### src/hdl/bda_pkg.sv
package bda_pkg;

    localparam int unsigned BUTTON_W   = 3;
    localparam int unsigned DEBOUNCE_W = 8;
    localparam int unsigned HOLD_W     = 16;
    localparam int unsigned CFG_DATA_W = 16;
    localparam int unsigned CFG_IDX_W  = 2;
    localparam int unsigned S_TDATA_W  = 8;
    localparam int unsigned M_TDATA_W  = 8;

    typedef enum logic [CFG_IDX_W-1:0] {
        REG_DEBOUNCE_TICKS      = 2'd0,
        REG_REPEAT_DELAY_TICKS  = 2'd1,
        REG_REPEAT_PERIOD_TICKS = 2'd2
    } bda_reg_idx_t;

    typedef enum logic {
        FUNC_TICK = 1'b0,
        FUNC_TAKE = 1'b1
    } bda_func_t;

    localparam logic [DEBOUNCE_W-1:0] DEBOUNCE_RESET = 8'd3;
    localparam logic [HOLD_W-1:0]     DELAY_RESET    = 16'd64;
    localparam logic [HOLD_W-1:0]     PERIOD_RESET   = 16'd16;

    typedef struct packed {
        logic [DEBOUNCE_W-1:0] debounce_ticks;
        logic [HOLD_W-1:0]     repeat_delay_ticks;
        logic [HOLD_W-1:0]     repeat_period_ticks;
    } bda_cfg_t;

    typedef struct packed {
        logic                repeat_active;
        logic [BUTTON_W-1:0] stable_buttons;
        logic [BUTTON_W-1:0] taken_buttons;
    } bda_result_t;

endpackage

### src/hdl/bda_cfg.sv
module bda_cfg
    import bda_pkg::*;
(
    input  logic                  aclk,
    input  logic                  aresetn,
    input  logic                  cfg_wr_en,
    input  logic [CFG_IDX_W-1:0]  cfg_index,
    input  logic [CFG_DATA_W-1:0] cfg_wdata,
    output bda_cfg_t              cfg
);

    bda_cfg_t cfg_reg;
    bda_cfg_t cfg_next;

    always_comb begin
        cfg_next = cfg_reg;
        if (cfg_wr_en) begin
            case (cfg_index)
                REG_DEBOUNCE_TICKS: begin
                    cfg_next.debounce_ticks = cfg_wdata[DEBOUNCE_W-1:0];
                end
                REG_REPEAT_DELAY_TICKS: begin
                    cfg_next.repeat_delay_ticks = cfg_wdata[HOLD_W-1:0];
                end
                REG_REPEAT_PERIOD_TICKS: begin
                    cfg_next.repeat_period_ticks = cfg_wdata[HOLD_W-1:0];
                end
                default: begin
                    cfg_next = cfg_reg;
                end
            endcase
        end
    end

    always_ff @(posedge aclk) begin
        if (!aresetn) begin
            cfg_reg.debounce_ticks      <= DEBOUNCE_RESET;
            cfg_reg.repeat_delay_ticks  <= DELAY_RESET;
            cfg_reg.repeat_period_ticks <= PERIOD_RESET;
        end else begin
            cfg_reg <= cfg_next;
        end
    end

    assign cfg = cfg_reg;

endmodule

### src/hdl/bda_engine.sv
module bda_engine
    import bda_pkg::*;
(
    input  logic                aclk,
    input  logic                aresetn,
    input  bda_cfg_t            cfg,
    input  logic                fire,
    input  bda_func_t           func,
    input  logic [BUTTON_W-1:0] pin_levels,
    output bda_result_t         result
);

    logic [BUTTON_W-1:0]   raw_reg,       raw_next;
    logic [BUTTON_W-1:0]   stable_reg,    stable_next;
    logic                  processed_reg, processed_next;
    logic                  repeating_reg, repeating_next;
    logic [DEBOUNCE_W-1:0] settle_reg,    settle_next;
    logic [HOLD_W-1:0]     hold_reg,      hold_next;

    logic [BUTTON_W-1:0]   sensed;
    logic [DEBOUNCE_W-1:0] settle_inc;
    logic [HOLD_W-1:0]     hold_inc;
    logic [BUTTON_W-1:0]   taken;

    always_comb begin
        sensed         = ~pin_levels;
        raw_next       = raw_reg;
        stable_next    = stable_reg;
        processed_next = processed_reg;
        repeating_next = repeating_reg;
        settle_next    = settle_reg;
        hold_next      = hold_reg;
        taken          = '0;
        settle_inc     = settle_reg + 1'b1;
        hold_inc       = '0;

        if (func == FUNC_TICK) begin
            if ((stable_reg != sensed) && (raw_reg == sensed)) begin
                settle_next = settle_inc;
                if (settle_inc >= cfg.debounce_ticks) begin
                    stable_next    = sensed;
                    processed_next = 1'b0;
                    repeating_next = 1'b0;
                    hold_next      = '0;
                end
            end else begin
                raw_next    = sensed;
                settle_next = '0;
            end

            if (stable_next != '0) begin
                hold_inc  = hold_next + 1'b1;
                hold_next = hold_inc;
                if (repeating_next) begin
                    if (hold_inc >= cfg.repeat_period_ticks) begin
                        processed_next = 1'b0;
                        hold_next      = '0;
                    end
                end else if (hold_inc >= cfg.repeat_delay_ticks) begin
                    repeating_next = 1'b1;
                end
            end
        end else begin
            if (!processed_reg && (stable_reg != '0)) begin
                processed_next = 1'b1;
                taken          = stable_reg;
            end
        end
    end

    always_ff @(posedge aclk) begin
        if (!aresetn) begin
            raw_reg       <= '0;
            stable_reg    <= '0;
            processed_reg <= 1'b0;
            repeating_reg <= 1'b0;
            settle_reg    <= '0;
            hold_reg      <= '0;
        end else if (fire) begin
            raw_reg       <= raw_next;
            stable_reg    <= stable_next;
            processed_reg <= processed_next;
            repeating_reg <= repeating_next;
            settle_reg    <= settle_next;
            hold_reg      <= hold_next;
        end
    end

    assign result.taken_buttons  = taken;
    assign result.stable_buttons = stable_next;
    assign result.repeat_active  = repeating_next;

    a_take_marks_processed: assert property (@(posedge aclk) disable iff (!aresetn)
        fire && (func == FUNC_TAKE) && (taken != '0) |=> processed_reg)
        else $error("A press was returned without being marked processed.");

    a_take_keeps_timing: assert property (@(posedge aclk) disable iff (!aresetn)
        fire && (func == FUNC_TAKE) |=> $stable(stable_reg) && $stable(hold_reg)
            && $stable(repeating_reg))
        else $error("A take transaction altered the debounce or hold timing.");

    a_no_repeat_when_released: assert property (@(posedge aclk) disable iff (!aresetn)
        stable_reg == '0 |-> !repeating_reg)
        else $error("Repeating is active with no button held.");

endmodule

### src/hdl/button_debounce_autorepeat_top.sv
// Debouncer with press-and-hold auto-repeat for three active-low buttons. Each input
// transaction is either a sampling tick (tuser low, pin levels in tdata) or a take
// (tuser high), and each gives exactly one result transaction carrying the press taken,
// the debounced button set and the repeat flag. One transaction is accepted every clock
// cycle unless the output stalls; its result passes through the input register and the
// result register, and the button state is updated as a transaction leaves the input
// register. Write the configuration registers only while no transaction is in flight.
module button_debounce_autorepeat_top
    import bda_pkg::*;
(
    input  logic                  aclk,
    input  logic                  aresetn,
    input  logic                  s_tvalid,
    output logic                  s_tready,
    input  logic [S_TDATA_W-1:0]  s_tdata,   // [2:0] pin_levels, rest zero
    input  logic                  s_tuser,   // [0] func
    output logic                  m_tvalid,
    input  logic                  m_tready,
    output logic [M_TDATA_W-1:0]  m_tdata,   // [2:0] taken_buttons, [5:3] stable_buttons,
                                             // [6] repeat_active, [7] zero
    input  logic                  cfg_wr_en,
    input  logic [CFG_IDX_W-1:0]  cfg_index,
    input  logic [CFG_DATA_W-1:0] cfg_wdata
);

    bda_cfg_t    cfg;
    bda_result_t result;

    logic                in_valid_reg;
    logic                in_valid_next;
    bda_func_t           in_func_reg;
    logic [BUTTON_W-1:0] in_pins_reg;
    logic                out_valid_reg;
    logic                out_valid_next;
    bda_result_t         out_data_reg;
    logic                advance;

    assign advance        = in_valid_reg && (!out_valid_reg || m_tready);
    assign s_tready       = !in_valid_reg || advance;
    assign in_valid_next  = s_tvalid || (in_valid_reg && !advance);
    assign out_valid_next = advance || (out_valid_reg && !m_tready);

    always_ff @(posedge aclk) begin
        if (!aresetn) begin
            in_valid_reg  <= 1'b0;
            out_valid_reg <= 1'b0;
        end else begin
            if (s_tready) begin
                in_valid_reg <= in_valid_next;
            end
            out_valid_reg <= out_valid_next;
        end
    end

    always_ff @(posedge aclk) begin
        if (s_tvalid && s_tready) begin
            in_func_reg <= bda_func_t'(s_tuser);
            in_pins_reg <= s_tdata[BUTTON_W-1:0];
        end
        if (advance) begin
            out_data_reg <= result;
        end
    end

    bda_cfg u_cfg (
        .aclk      (aclk),
        .aresetn   (aresetn),
        .cfg_wr_en (cfg_wr_en),
        .cfg_index (cfg_index),
        .cfg_wdata (cfg_wdata),
        .cfg       (cfg)
    );

    bda_engine u_engine (
        .aclk       (aclk),
        .aresetn    (aresetn),
        .cfg        (cfg),
        .fire       (advance),
        .func       (in_func_reg),
        .pin_levels (in_pins_reg),
        .result     (result)
    );

    assign m_tvalid = out_valid_reg;
    assign m_tdata  = {1'b0, out_data_reg};

    a_input_held: assert property (@(posedge aclk) disable iff (!aresetn)
        in_valid_reg && !advance |=> in_valid_reg)
        else $error("A stalled transaction was dropped from the input register.");

    a_result_follows: assert property (@(posedge aclk) disable iff (!aresetn)
        advance |=> m_tvalid)
        else $error("A processed transaction produced no result.");

endmodule

### config.mk
export PLATFORM = sky130hd
export DESIGN_NAME = button_debounce_autorepeat_top
export DESIGN_NICKNAME = d
export VERILOG_FILES = /design/src/hdl/bda_pkg.sv /design/src/hdl/bda_cfg.sv /design/src/hdl/bda_engine.sv /design/src/hdl/button_debounce_autorepeat_top.sv
export SDC_FILE = /design/constraint.sdc
export NUM_CORES = 1
export LEC_CHECK = 0
export BUFFER_PORTS_ARGS = -buffer_cell sky130_fd_sc_hd__buf_2
export CAP_MARGIN = 20
export CORE_ASPECT_RATIO = 1.75
export CORE_MARGIN = 2
export CORE_UTILIZATION = 35
export DETAILED_ROUTE_END_ITERATION = 8
export SLEW_MARGIN = 20
export SYNTH_ARGS = -nofsm -noshare
export SYNTH_HDL_FRONTEND = slang
export SYNTH_SLANG_ARGS = --single-unit
### constraint.sdc
create_clock -name aclk -period 7.2 [get_ports aclk]
set_clock_uncertainty 0.1 [all_clocks]
set_input_delay 0.72 -clock aclk [delete_from_list [all_inputs] [get_ports aclk]]
set_output_delay 0.72 -clock aclk [all_outputs]
set_load 0.02 [all_outputs]
==> Yosys cells after proc, flatten, opt, wreduce, memory -nomap -nowiden <==
Cells that the tools add are included.
{ "totals": {"latchBits": 0, "mem_count": 0, "out_inout_bits": 10, "wordCells": 79, "romBits": 0, "register_bits": 85, "mem_bits_rw": 0, "in_bits": 32} }
{ "classes": {"bitwise": 3, "mux": 25, "n_shift": 0, "n_eq_ne": 5, "reduce_logical": 25, "n_addsub": 2, "n_lt_le_gt_ge": 3, "div": 0, "mul": 0} }
{ "ops": {"columns": ["cell", "n"], "rows": [
  ["16-bit 2-to-1 mux", 6],
  ["16-bit >= comparator", 2],
  ["16-bit by 1-bit adder with 16-bit output, second input constant", 1],
  ["1-bit 2-to-1 mux", 14],
  ["3-bit 2-to-1 mux", 4],
  ["2-bit AND reduction", 6],
  ["8-bit by 1-bit adder with 8-bit output, second input constant", 1],
  ["8-bit >= comparator", 1],
  ["8-bit 2-to-1 mux", 1],
  ["1-bit logical AND", 6],
  ["3-bit nonzero test", 2],
  ["1-bit logical NOT", 5],
  ["1-bit logical OR", 4],
  ["3-bit equality test", 1],
  ["3-bit != test", 1],
  ["3-bit NOT", 1],
  ["3-bit AND reduction", 1],
  ["2-bit by 1-bit equality test with 1-bit output, second input constant", 1],
  ["2-bit equality test, second input constant", 1],
  ["2-bit logical NOT", 1],
  ["2-bit by 1-bit != test with 1-bit output, second input constant", 1],
  ["1-bit NOT", 2]
]} }

==> Longest topological paths before layout <==
{ "logic_depth": {"word_depth": 11, "depth_mapped": 26, "mapped_depth_nobuf": 25} }

==> By module <==
From an unflattened synthesis, not the netlist that was laid out.
{ "unflattened": {"cells_unflattened": 565, "area_unflattened_um2": 4924.7} }
{ "by_module_without_submodules": {"columns": ["mod", "seq_area_each_um2", "cells_per_inst", "area_per_inst_um2", "n_inst"], "rows": [
  ["bda_engine", 640.6, 390, 2950.3, 1],
  ["bda_cfg", 800.8, 153, 1529.0, 1],
  ["button_debounce_autorepeat_top", 370.4, 22, 445.4, 1]
]} }

==> Least setup slack after synthesis <==
Ideal clock, no wire load.
{ "synth_path": {"path_type": "flip-flop to flip-flop", "from": "register u_engine.settle_reg[2]", "to": "register u_engine.hold_reg[2]", "setup_time_ns": 0.124, "t_required_ns": 6.976, "setup_slack_ns": 1.835, "t_arrival_ns": 5.141, "n_path_buf": 1, "period_less_slack_ns": 5.365, "path_stages_with_launch": 27, "path_cell_list": "dfxtp_1 -> and3_1 -> and3_1 -> nand3_1 -> xnor2_1 -> ha_1 -> a21oi_1 -> o21ai_0 -> a21oi_2 -> nor2_4 -> nor2b_2 -> ha_1 -> nand3_1 -> nor2_1 -> and2_1 -> nand3_1 -> or2_2 -> a21oi_1 -> ha_1 -> and3_1 -> nand3_1 -> a2111oi_0 -> a21boi_0 -> nor3_1 -> clkbuf_1 -> a32oi_1 -> o21ai_0"} }
{ "synth_between": {"elab_chain_len": 10, "elab_cells_between_ends": 17, "cone_classes": "add/sub: 2; order compare: 2; mux: 12; reduce/logical: 1"} }
{ "synth_rtl": {"columns": ["item", "line", "source"], "rows": [
  ["from (decl)", "bda_engine.sv:17", "logic [DEBOUNCE_W-1:0] settle_reg, settle_next;"],
  ["from (signal assigned)", "bda_engine.sv:84", "settle_reg <= settle_next;"],
  ["8-bit by 1-bit adder with 8-bit output (*)", "bda_engine.sv:34", "settle_inc = settle_reg + 1'b1;"],
  ["8-bit >= comparator (*)", "bda_engine.sv:40", "if (settle_inc >= cfg.debounce_ticks) begin"],
  ["16-bit 2-to-1 mux", "bda_engine.sv:40", null],
  ["16-bit 2-to-1 mux", "bda_engine.sv:38", "if ((stable_reg != sensed) && (raw_reg == sensed)) begin"],
  ["16-bit 2-to-1 mux", "bda_engine.sv:37", "if (func == FUNC_TICK) begin"],
  ["16-bit by 1-bit adder with 16-bit output", "bda_engine.sv:52", "hold_inc = hold_next + 1'b1;"],
  ["16-bit >= comparator", "bda_engine.sv:55", "if (hold_inc >= cfg.repeat_period_ticks) begin"],
  ["16-bit 2-to-1 mux", "bda_engine.sv:55", null],
  ["16-bit 2-to-1 mux", "bda_engine.sv:54", "if (repeating_next) begin"],
  ["16-bit 2-to-1 mux (*)", "bda_engine.sv:51", "if (stable_next != '0) begin"],
  ["to (signal assigned)", "bda_engine.sv:85", "hold_reg <= hold_next;"],
  ["to (decl)", "bda_engine.sv:18", "logic [HOLD_W-1:0] hold_reg, hold_next;"]
]} }
Every way passes the cells marked *; elsewhere a longest branch is shown, timed or not. The select of a mux whose other input is x is not followed.
A chain may end at the register's enable or synchronous reset.

==> Worst setup path in the final report <==
{ "layout_path": {"from": "register u_engine.settle_reg[0]", "to": "register u_engine.hold_reg[8]"} }
Same word-level chain as after synthesis.

==> results.toml <==
[global_routing]
grt_pass1_vias = 3979
grt_first_pass_wirelength_mm = 18.7
grt.overflow.total = 0
grt_max_degree = 52
antenna_found_initial = 0
grt_util_all_layers_pct = 16.5

[placement]
dp_hpwl_mm = 8.53
dp_cells = 777
gp_congestion = 0.810
placed_area_mm2 = 0.00505
numPortBuffers = 35

[synth]
yosysUniqueCellTypes = 61
postSynthAreaPerCell_um2 = 8.08
syn_inst = 587
synth_nets = 661
synth_seq_area_share_pct = 38.2
synth_flop_cell = "dfxtp_1"
ys_warn_count = 0
synth-edff-count = 11
synth_seq_cells = 85
syn_area_mm2 = 0.00474
async_reset_ff_share_pct = 0

[setup_path]
crit_slowest_cell = "a21oi_2"
critical_path.max_fanout = 19
worstSetupPathType = "reg -> reg"
cp_slowest_stage_delay_ns = 0.45
critical_path.startpoint_type = "flip-flop"
end_kind = "flip-flop"
cp_data_arrival_time_ns = 6.48
crit_required_ns = 7.35
crit_top_cell = "nand3_1"

[layout]
utilization_pct = 40.4
largest_register_ffs = 40
final_cell_mix = "nand2_1 (103), dfxtp_1 (74), nor2_1 (59), a21oi_1 (55), inv_1 (48)"
fin_cells = 793
final_common_cell = "nand2_1"
num_antenna_cells = 0
syn2layout_area_growth_pct = 13.4
seqCellArea_mm2 = 0.00181
drive_gt1_share_pct = 11.0
finalInstanceArea_mm2 = 0.00538
fillers = 1396
finalNetCount = 688
multiInputGateArea_mm2 = 0.00263

[pwr]
vdd_drop_max_mv = 0.104
power_leakage_nw = 2.12
p_per_area_mw_per_mm2 = 200

[drt]
routed_via_density = 5.09
dr_total_vias = 4037
route.detailed.drc = 0
dr.pass1.iters = 4
drt_iter0_drc = 217
detail_route.wirelength_mm = 11.5
postRouteAntennaNets = 0
wl_per_cell_um = 14.5

[die]
start_util_pct = 35.6
fp.dieW_um = 92.0
io_pins = 42
design.core.area_mm2 = 0.0133
fp-row-count = 56
chipHeight_um = 158
die_area_mm2 = 0.0145

[cts]
clkSinkCount = 85
cts-root-buf = "clkbuf_16"
clk_latency_ns = 0.34
cts_tree = "built"
cts_buffers = 9
htree_levels = 3
post_cts.repair.setup_buffers = 0
clk_pin_slew_ns = 0.07
cts.path.max_buffers = 2

[timing]
min_period_ns = 6.33
finalCritPeriodShare_pct = 88.0
final_hold_viol_count = 0
max_freq_ghz = 0.158
slew_violations = 0
setup_viol = 0
worstMarginPinSlew_ns = 0.812
rsz0062_at_grt = "false"
timing.hold.ws_ns = 0.355
setup_tns_ns = 0
slew_headroom_pct = 45.7

[flow_run]
drv_cap = 0

[status]
outcome = "completed"

[worst_hold_path]
hp-class = "reg -> reg"
## cell families (layout without fill, tap and decap cells)
group | Yosys count | in the layout | synth area share, %
AND/OR/NAND/NOR | 233 | 233 | 22.3
AO/OA/AOI/OAI | 129 | 129 | 17.3
flip-flops | 85 | 85 | 38.2
buffers and inverters | 73 | 105 | 6.41
adder cells (fa/ha/maj) | 42 | 42 | 11.1
XOR/XNOR | 21 | 21 | 4.04
multiplexers | 3 | 3 | 0.633
other | 1 | 1 | 0.0791
## path summary, 6_finish.rpt
path                                                          start                           endpoint  slack (ns)  depth (start not counted)
worst min register to register           u_cfg.cfg[30]$_SDFFE_PN0P_         u_cfg.cfg[30]$_SDFFE_PN0P_        0.36                          2
worst min-delay path                     u_cfg.cfg[30]$_SDFFE_PN0P_         u_cfg.cfg[30]$_SDFFE_PN0P_        0.36                          2
worst max register to register  u_engine.settle_reg[0]$_SDFFE_PN0P_  u_engine.hold_reg[8]$_SDFFE_PN0P_        0.87                         28
worst max-delay path            u_engine.settle_reg[0]$_SDFFE_PN0P_  u_engine.hold_reg[8]$_SDFFE_PN0P_        0.87                         28
## cell usage after synthesis, drive strengths merged, types with 5 or more instances
| library cell | number | area share [%] |
|---|---|---|
| a31oi | 5 | 0.66 |
| nand2 | 103 | 8.2 |
| and2 | 7 | 0.92 |
| nor2b | 9 | 1.2 |
| o21ai | 24 | 2.6 |
| dfxtp | 74 | 31 |
| buf | 14 | 1.7 |
| clkbuf | 11 | 0.87 |
| xnor2 | 9 | 1.7 |
| o22ai | 5 | 0.66 |
| a21o | 5 | 0.79 |
| nand3 | 16 | 1.7 |
| o211ai | 5 | 1.1 |
| xor2 | 12 | 2.4 |
| nand4 | 7 | 0.92 |
| inv | 48 | 3.8 |
| nor2 | 61 | 5.0 |
| edfxtp | 11 | 7.0 |
| a211oi | 10 | 1.6 |
| nor3 | 9 | 1.2 |
| ha | 42 | 11 |
| a21oi | 57 | 6.3 |
## worst max-delay path: cells and delay by family (launching register included)
| kind | cells | cell delay (ns) |
|---|---|---|
| AOI/OAI and AO/OA | 7 | 1.39 |
| and+or+nand+nor | 14 | 2.78 |
| xor gates and xnor gates | 1 | 0.20 |
| DFF | 1 | 0.41 |
| buffers and inverters | 3 | 0.55 |
| adders and majority gates | 3 | 0.78 |
## stage by stage
step	setup slack, ns	power, mW
after detailed placement	0.658	0.586
after floorplan	1.84	0.561
final	0.866	1.07
after global placement	0.828	0.583
after CTS	0.618	1.08
after global routing	0.244	1.11
## area by class of cell
| class | count | share of cell area (%) |
|---|---|---|
| clock buffers | 11 | 4.33 |
| flip-flops and latches | 85 | 33.7 |
| repair buffers | 41 | 4.10 |
| inverters | 48 | 3.35 |
| multi-input cells | 429 | 48.9 |
| well taps | 174 | 4.05 |
| clock inverters | 5 | 1.54 |
## what timing repair did
item	CTS	global route
endpoints found under the setup margin	0	2
resized for setup	0	1
endpoints found under the hold margin	0	0
hold buffers	0	0
## routing by layer
metal | wire length, µm | share of wire [%] | GRT usage (%)
met2 | 6550 | 57 | 33.0
met1 | 4360 | 38 | 16.1
met3 | 217 | 1.9 | 2.52
met5 | 0 | 0 | 0
met4 | 387 | 3.4 | 8.24
## power breakdown
| part | leakage (nW) | internal, mW | switching, mW |
|---|---|---|---|
| Sequential | 0.706 | 0.492 | 0.00712 |
| Clock | 0.151 | 0.306 | 0.194 |
| Combinational | 1.27 | 0.0255 | 0.0503 |
| Total | 2.12 | 0.823 | 0.251 |
No activity file was read; power rests on OpenSTA's default activity.
